`src/rtl/twess_pkg.sv`:
```
package twess_pkg;

  // event kinds carried in s_tuser
  localparam logic [2:0] OP_MOVE    = 3'd0;
  localparam logic [2:0] OP_STOP    = 3'd1;
  localparam logic [2:0] OP_LTICK   = 3'd2;
  localparam logic [2:0] OP_RTICK   = 3'd3;
  localparam logic [2:0] OP_SYNC    = 3'd4;
  localparam logic [2:0] OP_RESTART = 3'd5;

  // configuration register indexes
  localparam logic [2:0] REG_SYNC_ENABLE   = 3'd0;
  localparam logic [2:0] REG_PWM_UPPER     = 3'd1;
  localparam logic [2:0] REG_PWM_LOWER     = 3'd2;
  localparam logic [2:0] REG_DEADBAND      = 3'd3;
  localparam logic [2:0] REG_GAIN          = 3'd4;
  localparam logic [2:0] REG_START_PWM     = 3'd5;
  localparam logic [2:0] REG_BRAKE_PATTERN = 3'd6;

  // register reset values
  localparam logic [7:0] PWM_UPPER_RESET = 8'hff;
  localparam logic [7:0] START_PWM_RESET = 8'd128;
  localparam logic [7:0] GAIN_RESET      = 8'd1;

  localparam int IN_DATA_W  = 24;
  localparam int OUT_DATA_W = 56;

  // result word, highest bits first in the packed tdata
  typedef struct packed {
    logic [15:0] right_count;
    logic [15:0] left_count;
    logic        done_res;
    logic        moving;
    logic [7:0]  pwm_right;
    logic [7:0]  pwm_left;
    logic [3:0]  bridge_dir;
  } result_t;

endpackage

```
`src/rtl/two_wheel_encoder_step_and_sync.sv`:
```
// Two-wheel drive controller. Each input word is one event (move, stop, left
// encoder tick, right encoder tick, sync tick, restart; kind in s_tuser) and
// yields exactly one status word on the master side: bridge direction, both
// drive duties (zero while stopped), moving and done flags and both encoder
// counts. A move with a nonzero distance arms the counters; the tick that
// finds its count at or past the distance stops the drive and raises done.
// A sync tick (running, sync on) nudges both speeds by gain times the tick
// difference (wrapping modulo 256) outside the deadband, each only while
// short of its pwm limit, unclamped. A word is registered, evaluated against
// the state and written to the output register: one word per clock while
// m_tready is high; the only loop is the state update. Configuration is the
// user's to write via cfg_wr_en/cfg_index/cfg_data only while idle; the block does not enforce it.
module two_wheel_encoder_step_and_sync (
  input  logic        clk,
  input  logic        rst,
  // configuration write port
  input  logic        cfg_wr_en,
  input  logic [2:0]  cfg_index,
  input  logic [7:0]  cfg_data,
  // event input
  input  logic        s_tvalid,
  output logic        s_tready,
  input  logic [twess_pkg::IN_DATA_W-1:0]  s_tdata,  // direction[3:0], distance[19:4],
                                                     // zero pad
  input  logic [2:0]  s_tuser,   // op[2:0]
  // status output
  output logic        m_tvalid,
  input  logic        m_tready,
  output logic [twess_pkg::OUT_DATA_W-1:0] m_tdata   // bridge_dir[3:0], pwm_left[11:4],
                                                     // pwm_right[19:12], moving[20],
                                                     // done_res[21], left_count[37:22],
                                                     // right_count[53:38], zero pad
);

  // configuration registers
  logic       sync_enable;
  logic [7:0] pwm_upper;
  logic [7:0] pwm_lower;
  logic [7:0] deadband;
  logic [7:0] gain;
  logic [7:0] start_pwm;
  logic [3:0] brake_pattern;

  // drive state
  logic [7:0]  speed_left, speed_left_next;
  logic [7:0]  speed_right, speed_right_next;
  logic [15:0] ticks_left, ticks_left_next;
  logic [15:0] ticks_right, ticks_right_next;
  logic [15:0] limit, limit_next;
  logic        counting, counting_next;
  logic        running, running_next;
  logic        finished, finished_next;
  logic [3:0]  dir_now, dir_now_next;

  // input register
  logic        in_valid;
  logic [2:0]  in_op;
  logic [3:0]  in_dir;
  logic [15:0] in_dist;

  // output register
  logic                out_valid;
  twess_pkg::result_t  out_word;
  twess_pkg::result_t  res;

  logic advance;
  logic fire;

  // sync correction terms
  logic [15:0] diff;
  logic [15:0] prod;
  logic [7:0]  nudge;
  logic        above_band;
  logic        below_band;

  assign advance  = !out_valid || m_tready;
  assign fire     = in_valid && advance;
  assign s_tready = !in_valid || advance;

  assign m_tvalid = out_valid;
  assign m_tdata  = {{(twess_pkg::OUT_DATA_W - $bits(twess_pkg::result_t)){1'b0}}, out_word};

  // configuration writes, unknown indexes ignored
  always_ff @(posedge clk) begin
    if (rst) begin
      sync_enable   <= 1'b1;
      pwm_upper     <= twess_pkg::PWM_UPPER_RESET;
      pwm_lower     <= 8'd0;
      deadband      <= 8'd0;
      gain          <= twess_pkg::GAIN_RESET;
      start_pwm     <= twess_pkg::START_PWM_RESET;
      brake_pattern <= 4'd0;
    end else if (cfg_wr_en) begin
      unique case (cfg_index)
        twess_pkg::REG_SYNC_ENABLE:   sync_enable   <= cfg_data[0];
        twess_pkg::REG_PWM_UPPER:     pwm_upper     <= cfg_data;
        twess_pkg::REG_PWM_LOWER:     pwm_lower     <= cfg_data;
        twess_pkg::REG_DEADBAND:      deadband      <= cfg_data;
        twess_pkg::REG_GAIN:          gain          <= cfg_data;
        twess_pkg::REG_START_PWM:     start_pwm     <= cfg_data;
        twess_pkg::REG_BRAKE_PATTERN: brake_pattern <= cfg_data[3:0];
        default: ;
      endcase
    end
  end

  // input stage
  always_ff @(posedge clk) begin
    if (rst) begin
      in_valid <= 1'b0;
    end else if (s_tready) begin
      in_valid <= s_tvalid;
    end
  end

  always_ff @(posedge clk) begin
    if (s_tready && s_tvalid) begin
      in_op   <= s_tuser;
      in_dir  <= s_tdata[3:0];
      in_dist <= s_tdata[19:4];
    end
  end

  // right minus left, signed view for the deadband test
  assign diff       = ticks_right - ticks_left;
  assign prod       = {8'd0, diff[7:0]} * {8'd0, gain};
  assign nudge      = prod[7:0];
  assign above_band = $signed({diff[15], diff}) > $signed({9'd0, deadband});
  assign below_band = $signed({diff[15], diff}) < -$signed({9'd0, deadband});

  // event evaluation
  always_comb begin
    speed_left_next  = speed_left;
    speed_right_next = speed_right;
    ticks_left_next  = ticks_left;
    ticks_right_next = ticks_right;
    limit_next       = limit;
    counting_next    = counting;
    running_next     = running;
    finished_next    = finished;
    dir_now_next     = dir_now;
    unique case (in_op)
      twess_pkg::OP_MOVE: begin
        finished_next    = 1'b0;
        dir_now_next     = in_dir;
        ticks_left_next  = 16'd0;
        ticks_right_next = 16'd0;
        limit_next       = in_dist;
        counting_next    = (in_dist != 16'd0);
        running_next     = 1'b1;
      end
      twess_pkg::OP_STOP: begin
        finished_next = 1'b0;
        counting_next = 1'b0;
        limit_next    = 16'd0;
        running_next  = 1'b0;
        dir_now_next  = brake_pattern;
      end
      twess_pkg::OP_LTICK: begin
        if (counting) begin
          ticks_left_next = ticks_left + 16'd1;
          if (ticks_left >= limit) begin
            running_next  = 1'b0;
            dir_now_next  = brake_pattern;
            finished_next = 1'b1;
          end
        end
      end
      twess_pkg::OP_RTICK: begin
        if (counting) begin
          ticks_right_next = ticks_right + 16'd1;
          if (ticks_right >= limit) begin
            running_next  = 1'b0;
            dir_now_next  = brake_pattern;
            finished_next = 1'b1;
          end
        end
      end
      twess_pkg::OP_SYNC: begin
        if (running && sync_enable) begin
          if (above_band) begin
            if (speed_left < pwm_upper)  speed_left_next  = speed_left + nudge;
            if (speed_right > pwm_lower) speed_right_next = speed_right - nudge;
          end else if (below_band) begin
            if (speed_left > pwm_lower)  speed_left_next  = speed_left + nudge;
            if (speed_right < pwm_upper) speed_right_next = speed_right - nudge;
          end
        end
      end
      twess_pkg::OP_RESTART: begin
        finished_next    = 1'b0;
        counting_next    = 1'b0;
        limit_next       = 16'd0;
        running_next     = 1'b0;
        dir_now_next     = brake_pattern;
        speed_left_next  = start_pwm;
        speed_right_next = start_pwm;
      end
      default: ;  // unused kinds only report status
    endcase
  end

  // status built from the updated state
  always_comb begin
    res.bridge_dir  = dir_now_next;
    res.pwm_left    = running_next ? speed_left_next : 8'd0;
    res.pwm_right   = running_next ? speed_right_next : 8'd0;
    res.moving      = running_next;
    res.done_res    = finished_next;
    res.left_count  = ticks_left_next;
    res.right_count = ticks_right_next;
  end

  // state and output register advance together
  always_ff @(posedge clk) begin
    if (rst) begin
      speed_left  <= twess_pkg::START_PWM_RESET;
      speed_right <= twess_pkg::START_PWM_RESET;
      ticks_left  <= 16'd0;
      ticks_right <= 16'd0;
      limit       <= 16'd0;
      counting    <= 1'b0;
      running     <= 1'b0;
      finished    <= 1'b0;
      dir_now     <= 4'd0;
      out_valid   <= 1'b0;
    end else begin
      if (fire) begin
        speed_left  <= speed_left_next;
        speed_right <= speed_right_next;
        ticks_left  <= ticks_left_next;
        ticks_right <= ticks_right_next;
        limit       <= limit_next;
        counting    <= counting_next;
        running     <= running_next;
        finished    <= finished_next;
        dir_now     <= dir_now_next;
      end
      if (advance) begin
        out_valid <= in_valid;
      end
    end
  end

  always_ff @(posedge clk) begin
    if (fire) begin
      out_word <= res;
    end
  end

endmodule

```
`config.mk`:
```
export PLATFORM = sky130hd
export DESIGN_NAME = two_wheel_encoder_step_and_sync
export DESIGN_NICKNAME = d
export VERILOG_FILES = /design/src/rtl/twess_pkg.sv /design/src/rtl/two_wheel_encoder_step_and_sync.sv
export SDC_FILE = /design/constraint.sdc
export NUM_CORES = 1
export LEC_CHECK = 0
export BUFFER_PORTS_ARGS = -buffer_cell sky130_fd_sc_hd__buf_2
export CAP_MARGIN = 10
export CORE_MARGIN = 2
export CORE_UTILIZATION = 53
export CTS_BUF_LIST = sky130_fd_sc_hd__clkbuf_16
export DETAILED_ROUTE_END_ITERATION = 8
export PLACE_DENSITY = 0.72
export SLEW_MARGIN = 10
export SYNTH_ARGS = -nofsm -noshare
export SYNTH_HDL_FRONTEND = slang
export SYNTH_SLANG_ARGS = --single-unit
```
`constraint.sdc`:
```
create_clock -name clk -period 7.4 [get_ports clk]
set_input_delay 0 -clock clk [delete_from_list [all_inputs] [get_ports clk]]
set_output_delay 0 -clock clk [all_outputs]
set_load 0.01 [all_outputs]
```
==> results of run 1 <==
report_power, final:
group	internal, mW	switching, mW
clock network	0.475	0.511
registers	1.16	0.0344
logic	0.265	0.372
routing by layer:
| metal | share of wire [%] | track usage, % |
|---|---|---|
| met4 | 3.3 | 10.1 |
| met2 | 48 | 42.1 |
| met3 | 4.1 | 3.64 |
| met5 | 0 | 0 |
| met1 | 44 | 31.7 |
per-stage QoR:
step                utilization, %  power, mW  std cells
global placement              56.9       1.81       1683
finish                        61.3       2.81       1751
floorplan                        -       1.66       1343
detailed placement            56.9       1.83       1683
global route                  61.3       2.95       1751
CTS                           61.3       2.82       1751
cells in the final DEF, fill, tap and decap left out, drive strengths merged, types with 36 or more instances in the layout:
cell type,count
a21oi,101
inv,107
ha,136
nor2,116
edfxtp,77
dfxtp,118
o21ai,48
nand2,174
buf,98
dlygate4sd3,36
worst paths after layout:
kind | start | endpoint | slack, ps | cells past startpoint
worst max register to register | ticks_right[0] | speed_left[7] | 760 | 20
worst min register to register | pwm_lower[3] | pwm_lower[3] | 460 | 2
worst max-delay path | ticks_right[0] | speed_left[7] | 760 | 20
worst min-delay path | rst | speed_left[3] | 10 | 3
cells by family (layout without fill, tap and decap cells):
family / count (synthesis) / count (layout)
fa+ha+maj: 151 / 151
other cells: 1 / 2
compound gates: 310 / 310
mux: 27 / 27
buf+inv: 144 / 267
xor+xnor: 44 / 44
simple gates: 470 / 470
flops: 195 / 195
state kept, by name, summed over array words and instances, names as in the netlist:
name and flops:
in_valid 1, in_dist 16, ticks_right 16, sync_enable 1, speed_left 8, gain 8
m_tdata 54, dir_now 4, pwm_lower 8, start_pwm 8, running 1, brake_pattern 4
deadband 8, speed_right 8, pwm_upper 8, limit 16, in_op 3, counting 1
m_tvalid 1, in_dir 4, ticks_left 16, finished 1
critical path, stage by stage, from the launching register on:
cell	delay [ps]
dfxtp_1	410
inv_1	140
ha_1	220
fa_1	400
xnor2_1	590
nand2_1	170
fa_1	450
fa_1	550
inv_1	50
fa_1	470
fa_1	490
ha_1	330
a21oi_1	180
xnor2_1	160
xnor2_1	150
xnor3_1	420
xnor2_1	390
xnor2_1	220
a32oi_1	290
a21oi_1	100
or3b_1	360
cell type report:
| type | instances | area, um2 |
|---|---|---|
| clock buffers | 17 | 425 |
| clock inverters | 15 | 219 |
| fillers | 1895 | 8750 |
| inverters | 101 | 379 |
| multi-input cells | 1004 | 6970 |
| flip-flops and latches | 195 | 4670 |
| well taps | 285 | 357 |
| repair buffers | 134 | 863 |
what timing repair did:
item	4_1_cts	5_1_grt
setup endpoints to repair	0	0
hold endpoints to repair	70	0
hold buffers	36	0
==> impl_metrics.py, run 1 <==
metrics = {
    "run_status": {
        "status": "completed",
    },
    "cts": {
        "cts-root-buf": "clkbuf_16",
        "cts_buffers": 17,
        "cts_setup_buffers": 0,
        "insertion_delay_ps": 450,
        "htree_levels": 4,
        "cts.clk_slew.worst_paths_ps": 80,
        "cts_tree": "yes",
        "clockBufferDepth": 2,
        "clock_sinks": 195,
        "cts_resized": 0,
    },
    "cells_and_area": {
        "area_growth_pct": 13.8,
        "drive_gt1_share_pct": 10.4,
        "design_area_mm2": 0.0139,
        "fin_nets": 1647,
        "antennaDiodeCount": 0,
    },
    "floorplanning": {
        "core.rowCount": 55,
        "die_y_um": 156,
        "dieArea_mm2": 0.0243,
        "initial_core_util_pct": 53.9,
        "io_pins": 101,
        "core_area_mm2": 0.0226,
        "die_w_um": 156,
    },
    "synth": {
        "synth_xor_area_share_pct": 3.38,
        "synth-compound-area-share_pct": 17.2,
        "synthTopCellsByCount": "nand2_1, ha_1, dfxtp_1",
        "syn_inst": 1342,
        "yosys.area.top_type": "dfxtp_1",
        "syn_area_mm2": 0.0122,
        "ys_ff_latch": 195,
        "synth_ff_type": "dfxtp_1",
        "synthMuxAreaShare_pct": 2.31,
        "yosysWarnings": 0,
        "synth_cell_types": 73,
        "async_reset_ff_share_pct": 0,
        "synth_top_family_by_area": "simple AND/OR/NAND/NOR gates",
        "synthAdderAreaFrac_pct": 16.4,
        "synth_edf_count": 77,
        "synth_area_leaders": "dfxtp_1, edfxtp_1, ha_1",
        "synthSimpleGateAreaFrac_pct": 17.7,
        "yosysSeqAreaShare_pct": 38.3,
        "yosysMostFrequentCell": "nand2_1",
        "syn_area_per_cell_um2": 9.09,
        "synth_top_cell_area_share_pct": 19.4,
    },
    "critical_path": {
        "cp-start-kind": "flop",
        "critPathMaxFanout": 8,
        "required_ps": 7730,
        "critPathArrivalTime_ps": 6970,
        "worst_setup_path_end_kind": "flop",
        "worstSetupPathType": "reg -> reg",
    },
    "timing": {
        "setup_viol": 0,
        "fin_setup_tns_ps": 0,
        "fin_crit_sh_pct": 89.8,
        "rsz0062_at_grt": "no",
        "fin_ws_ps": 757,
        "fin_skew_ps": 14.0,
        "slew_violations": 0,
        "relSlewSlack_pct": 22.5,
        "fin_crit_ps": 6640,
        "whs_ps": 13.2,
        "max_clock_freq_mhz": 151,
        "finalHoldViolations": 0,
        "tightest_slew_ps": 1160,
    },
    "drt": {
        "antenna_left": 0,
        "wl_per_cell_um": 16.9,
        "drt_wl_total_mm": 29.5,
        "drt_first_pass_iters": 5,
        "vias": 10000,
        "drtIter0Drc": 678,
        "drc_errors": 0,
        "viasPerCell": 5.72,
    },
    "global_routing": {
        "grt_use_total_pct": 24.7,
        "grt_antenna_before_repair": 0,
        "grt_pass1_vias": 9534,
        "gr-total-overflow": 0,
        "grt_pass1_wl_mm": 47.8,
        "grt_max_degree": 105,
    },
    "worst_hold_path": {
        "hold_path.class": "in -> reg",
    },
    "place": {
        "place.gp.congestion": 0.901,
        "port_buffers": 94,
        "place_ws_ps": 866,
        "dpl_cell_area_mm2": 0.0129,
        "dp_hpwl_mm": 21.5,
    },
    "pwr": {
        "power.leakage_nw": 5.73,
        "power_density_mw_per_mm2": 203,
        "peakVddDrop_mv": 0.144,
    },
    "flow_run": {
        "max_cap_viol_count": 0,
    },
}
No activity file was read; power rests on OpenSTA's default activity.
==> inputs of run 2 (changes only) <==
- PLACE_DENSITY: 0.72 -> unset
- PLACE_DENSITY_LB_ADDON: unset -> 0.05
- REMOVE_ABC_BUFFERS: unset -> 1
==> run 2 against run 1 <==
Against the previous run: register-to-register slack gained 220 ps; final area hardly changed; clock-buffer cell count did not move; maximum frequency increased by 3.4%; clock power fell by 3.4%; sequential power hardly changed; highest routed layer unchanged; combinational power hardly changed; largest cell class unchanged; sequential share of layout area hardly changed; wire length up 6.5%; flip-flop and latch count unchanged; non-clock buffer count grew 3; clock skew up 11 ps.
==> impl_metrics.py, run 2 (synthesis results as in run 1) <==
metrics = {
    "run_status": {
        "status": "completed",
    },
    "drt": {
        "drtIter0Drc": 836,
        "drc_errors": 0,
        "vias": 10100,
        "viasPerCell": 5.78,
        "wl_per_cell_um": 17.9,
        "antenna_left": 0,
        "drt_wl_total_mm": 31.4,
        "drt_first_pass_iters": 5,
    },
    "pwr": {
        "p_comb_share_pct": 23.0,
        "internal-power_mw": 1.88,
        "p_clk_share_pct": 34.2,
        "power_density_mw_per_mm2": 201,
        "p_switching_mw": 0.901,
        "p_seq_share_pct": 42.8,
        "swShare_pct": 32.4,
        "power.leakage_nw": 5.73,
        "total_power_mw": 2.78,
        "peakVddDrop_mv": 0.148,
    },
    "floorplanning": {
        "initial_core_util_pct": 53.9,
        "io_pins": 101,
        "core_area_mm2": 0.0226,
        "die_y_um": 156,
        "dieArea_mm2": 0.0243,
        "die_w_um": 156,
        "core.rowCount": 55,
    },
    "cts": {
        "clockBufferDepth": 2,
        "insertion_delay_ps": 440,
        "cts-root-buf": "clkbuf_16",
        "cts_setup_buffers": 0,
        "cts.clk_slew.worst_paths_ps": 80,
        "cts_tree": "yes",
        "cts_buffers": 17,
        "clock_sinks": 195,
        "htree_levels": 4,
    },
    "cells_and_area": {
        "final_cell_count_no_fill": 1754,
        "antennaDiodeCount": 0,
        "layout_common_cells": "nand2_1, ha_1, dfxtp_1",
        "area_growth_pct": 13.7,
        "largest_reg_flops": 54,
        "design_area_mm2": 0.0139,
        "fillers": 1959,
        "fin_nets": 1650,
        "layout_commonest_cell": "nand2_1",
        "drive_gt1_share_pct": 10.6,
    },
    "global_routing": {
        "grt_antenna_before_repair": 0,
        "grt_pass1_wl_mm": 50.4,
        "grt_pass1_vias": 9410,
        "gr-total-overflow": 0,
        "grt_use_total_pct": 26.4,
        "grt_max_degree": 69,
    },
    "place": {
        "dp_hpwl_mm": 22.7,
        "port_buffers": 94,
        "dp.cells": 1686,
        "place_ws_ps": 1090,
        "dpl_cell_area_mm2": 0.0129,
        "place.gp.congestion": 0.888,
    },
    "timing": {
        "max_clock_freq_mhz": 156,
        "fin_crit_sh_pct": 86.8,
        "slew_violations": 0,
        "rsz0062_at_grt": "no",
        "tightest_slew_ps": 1140,
        "finalHoldViolations": 0,
        "fin_ws_ps": 974,
        "relSlewSlack_pct": 23.8,
        "fin_setup_tns_ps": 0,
        "setup_viol": 0,
        "fin_crit_ps": 6430,
        "fin_skew_ps": 25.0,
    },
    "critical_path": {
        "required_ps": 7720,
        "worstSetupPathType": "reg -> reg",
        "worst_setup_path_end_kind": "flop",
        "ff2ff_setup_slack_ps": 970,
        "reg2reg_depth": 22,
        "critPathMaxFanout": 5,
        "worstReg2RegEnd": "speed_left[7]",
        "cp-start-kind": "flop",
        "r2r_start": "ticks_right[0]",
        "critPathArrivalTime_ps": 6750,
    },
    "worst_hold_path": {
        "hold_path.class": "in -> reg",
        "hold_path_depth": 4,
        "min_to": "pwm_upper[0]",
        "worstHoldStart": "cfg_wr_en",
    },
    "flow_run": {
        "max_cap_viol_count": 0,
    },
}
[run 2: changes by cell type in the layout (fill, tap and decap cells not counted), moves of 2 or more]
| cell | change |
|---|---|
| buf_4 | +3 |
| inv_12 | -3 |
| inv_6 | +3 |
| inv_8 | +2 |
[run 2: through the flow]
stage          utilization [%]  hold slack [ps]
2_1_floorplan                -             68.9
5_1_grt                   61.3             50.3
4_1_cts                   61.3             14.8
3_5_place_dp              57.0              178
3_3_place_gp              57.0              176
6_report                  61.3             62.3
[run 2: timing repair]
action,4_1_cts,5_1_grt
resized for setup,0,0
hold buffers,36,0
hold endpoints to repair,80,0
[run 2: how the worst max path moves through the flow]
stage / start / end / slack [ps] / depth (start not counted)
2_1_floorplan: ticks_right[0] / speed_left[7] / 1480 / 22
3_3_place_gp: ticks_right[0] / m_tdata[19] / 1170 / 22
3_5_place_dp: ticks_right[0] / speed_left[7] / 1090 / 23
4_1_cts: ticks_right[0] / speed_left[7] / 1000 / 23
5_1_grt: ticks_right[0] / speed_left[7] / 610 / 22
6_report: ticks_right[0] / speed_left[7] / 970 / 22
[run 2: routing by layer]
metal  GRT usage [%]  wire length [um]
met5               0                 0
met4            5.24               249
met1            41.2             15900
met2            39.3             13500
met3            3.39              1780
[run 2: power by group through the flow]
stage,Combinational (mW),Clock [mW],Sequential [mW]
6_report,0.639,0.952,1.19
5_1_grt,0.720,1.01,1.20
2_1_floorplan,0.437,0,1.21
4_1_cts,0.635,0.965,1.19
3_3_place_gp,0.603,0,1.22
3_5_place_dp,0.614,0,1.22
[run 2: area by class of cell]
cell class / instances / area, um2 / area share [%]
Inverter: 101 / 380 / 2.74
Tap cell: 285 / 357 / 2.57
Sequential cell: 195 / 4670 / 33.7
Multi-Input combinational cell: 1004 / 6970 / 50.2
Clock buffer: 17 / 425 / 3.07
Timing Repair Buffer: 137 / 886 / 6.38
Clock inverter: 15 / 183 / 1.32
[run 2: worst max-delay path, stage by stage (launching register included)]
cell	delay (ps)
dfxtp_1	420
inv_1	130
ha_1	220
fa_1	400
nand2b_1	200
a21oi_1	320
nor3_2	110
xnor2_1	400
nand2_1	140
fa_1	510
inv_1	60
fa_1	470
fa_1	500
ha_1	330
a21oi_1	170
xnor2_1	150
xnor2_1	140
xnor3_1	420
xnor2_1	300
xnor2_1	160
a32oi_1	280
a21oi_1	110
or3b_1	370
==> inputs of run 3 (changes only) <==
- BUFFER_PORTS_ARGS: -buffer_cell sky130_fd_sc_hd__buf_2 -> unset
- DONT_BUFFER_PORTS: unset -> 1
==> run 3 against run 2 <==
Against the previous run: wire length up 0.41%; largest cell class unchanged; clock-buffer cell count unchanged; worst setup slack better by 32 ps.
==> impl_metrics.py, run 3 (synthesis results as in run 1) <==
metrics = {
    "run_status": {
        "status": "completed",
    },
    "critical_path": {
        "cp_slowest_cell": "fa_1",
        "cp_top_family": "adder cells",
        "path_buf_inv": 2,
        "worstSetupPathType": "reg -> reg",
        "required_ps": 7720,
        "r2r_start": "ticks_right[0]",
        "ff2ff_setup_slack_ps": 1010,
        "critPathArrivalTime_ps": 6710,
        "critPathMostFrequentCell": "xnor2_1",
        "reg2reg_depth": 22,
        "startpoint": "ticks_right[0]",
        "cp_cell_sequence": "inv_1 > ha_1 > fa_1 > nand2b_1 > a21oi_1 > nor3_2 > xnor2_1 > nand2_1 > fa_1 > inv_1 > fa_1 > fa_1 > ha_1 > a21oi_1 > xnor2_1 > xnor2_1 > xnor3_1 > xnor2_1 > xnor2_1 > a32oi_1 > a21oi_1 > or3b_1",
        "worstReg2RegEnd": "speed_left[7]",
        "cp-start-kind": "flop",
        "slowest_delay_ps": 510,
        "worst_setup_path_end_kind": "flop",
        "critPathMaxFanout": 5,
    },
    "drt": {
        "antenna_left": 0,
        "drtIter0Drc": 605,
        "drt_wl_total_mm": 31.6,
        "vias": 9880,
        "drt_first_pass_iters": 5,
        "wl_met2_mm": 13.3,
        "wl_per_cell_um": 19.0,
        "viasPerCell": 5.93,
        "drc_errors": 0,
        "dr_wl_met3_mm": 2.24,
        "met1Wirelength_mm": 15.6,
        "maxUsedRoutingLayer": "met4",
    },
    "cells_and_area": {
        "fillers": 1937,
        "layout_commonest_cell": "nand2_1",
        "area_growth_pct": 10.6,
        "fin_nets": 1560,
        "drive_gt1_share_pct": 4.50,
        "final_cell_count_no_fill": 1665,
        "postLayoutCoreUtil_pct": 59.6,
        "largest_reg_flops": 54,
        "layout_common_cells": "nand2_1, ha_1, dfxtp_1",
    },
    "pwr": {
        "power_density_mw_per_mm2": 208,
        "power.leakage_nw": 5.39,
        "total_power_mw": 2.81,
        "peakVddDrop_mv": 0.142,
    },
    "timing": {
        "slew_violations": 0,
        "finalHoldViolations": 0,
        "fin_skew_ps": 21.6,
        "fin_setup_tns_ps": 0,
        "rsz0062_at_grt": "no",
        "max_clock_freq_mhz": 156,
        "fin_crit_ps": 6390,
        "fin_crit_sh_pct": 86.4,
        "tightest_slew_ps": 1140,
        "fin_ws_ps": 1010,
        "relSlewSlack_pct": 23.9,
        "setup_viol": 0,
    },
    "floorplanning": {
        "initial_core_util_pct": 53.9,
        "core_area_mm2": 0.0226,
        "dieArea_mm2": 0.0243,
        "core.rowCount": 55,
        "die_y_um": 156,
        "io_pins": 101,
        "die_w_um": 156,
    },
    "place": {
        "dp_hpwl_mm": 22.1,
        "place_ws_ps": 1110,
        "dp.cells": 1591,
        "port_buffers": 0,
        "place.gp.congestion": 0.905,
    },
    "global_routing": {
        "gr-total-overflow": 0,
        "grt_max_degree": 106,
        "grt_use_total_pct": 26.5,
        "grt_pass1_wl_mm": 50.4,
        "grt_pass1_vias": 9141,
        "grt_antenna_before_repair": 0,
    },
    "cts": {
        "cts.clk_slew.worst_paths_ps": 90,
        "cts_tree": "yes",
        "cts_buffers": 17,
        "insertion_delay_ps": 450,
        "cts_resized": 0,
        "clock_sinks": 195,
        "cts_setup_buffers": 0,
        "cts-root-buf": "clkbuf_16",
        "clockBufferDepth": 2,
        "htree_levels": 4,
    },
    "worst_hold_path": {
        "hold_path_depth": 3,
        "worstHoldStart": "cfg_index[0]",
        "min_to": "gain[0]",
        "hold_path.class": "in -> reg",
    },
    "flow_run": {
        "max_cap_viol_count": 0,
    },
}
[run 3: cell types whose count changed in the layout (fill, tap and decap cells not counted), sizes merged]
cell | before | now
buf | 101 | 7
dlygate4sd3 | 36 | 40
clkinvlp | 1 | 0
inv | 107 | 110
diode | 0 | 1
clkinv | 8 | 6
[run 3: power breakdown]
part | internal, mW | leakage (nW) | switching [mW]
registers | 1.16 | 1.70 | 0.0444
clock network | 0.476 | 0.308 | 0.522
logic | 0.251 | 3.38 | 0.357
[run 3: through the flow]
stage | cell area, um2 | hold WS [ps]
global route | 13500 | 24.2
floorplan | 12000 | 68.9
global placement | 12400 | 90.7
CTS | 13500 | 2.87
finish | 13500 | 5.88
detailed placement | 12400 | 92.4
[run 3: worst min-delay path, stage by stage]
cell and delay [ps]:
or3_1 240, nand2_1 80, nand3b_1 80
[run 3: area by class of cell]
| cell class | instances | area (um2) | area share [%] |
|---|---|---|---|
| Multi-Input combinational cell | 1004 | 6970 | 51.7 |
| Tap cell | 285 | 357 | 2.64 |
| Clock buffer | 17 | 425 | 3.15 |
| Sequential cell | 195 | 4670 | 34.6 |
| Inverter | 101 | 380 | 2.82 |
| Antenna cell | 1 | 2.50 | 0.0185 |
| Timing Repair Buffer | 47 | 473 | 3.50 |
| Clock inverter | 15 | 211 | 1.57 |
[run 3: how the worst max path moves through the flow]
| stage | end | cells past startpoint | slack, ps |
|---|---|---|---|
| 3_3_place_gp | speed_left[7] | 22 | 1160 |
| 4_1_cts | speed_left[7] | 22 | 1020 |
| 6_report | speed_left[7] | 22 | 1010 |
| 3_5_place_dp | speed_left[7] | 22 | 1110 |
| 5_1_grt | m_tdata[19] | 23 | 570 |
| 2_1_floorplan | speed_left[7] | 22 | 1480 |
[run 3: timing repair]
item                                    CTS  global route
endpoints found under the setup margin    0             0
hold endpoints to repair                134             0
hold buffers                             41             0
[run 3: per-layer routing]
metal  vias up  GRT usage (%)
met2       290           39.3
met5         -              0
met1      4748           40.6
met4         0           4.89
met3        20           4.81
li1       4822              -
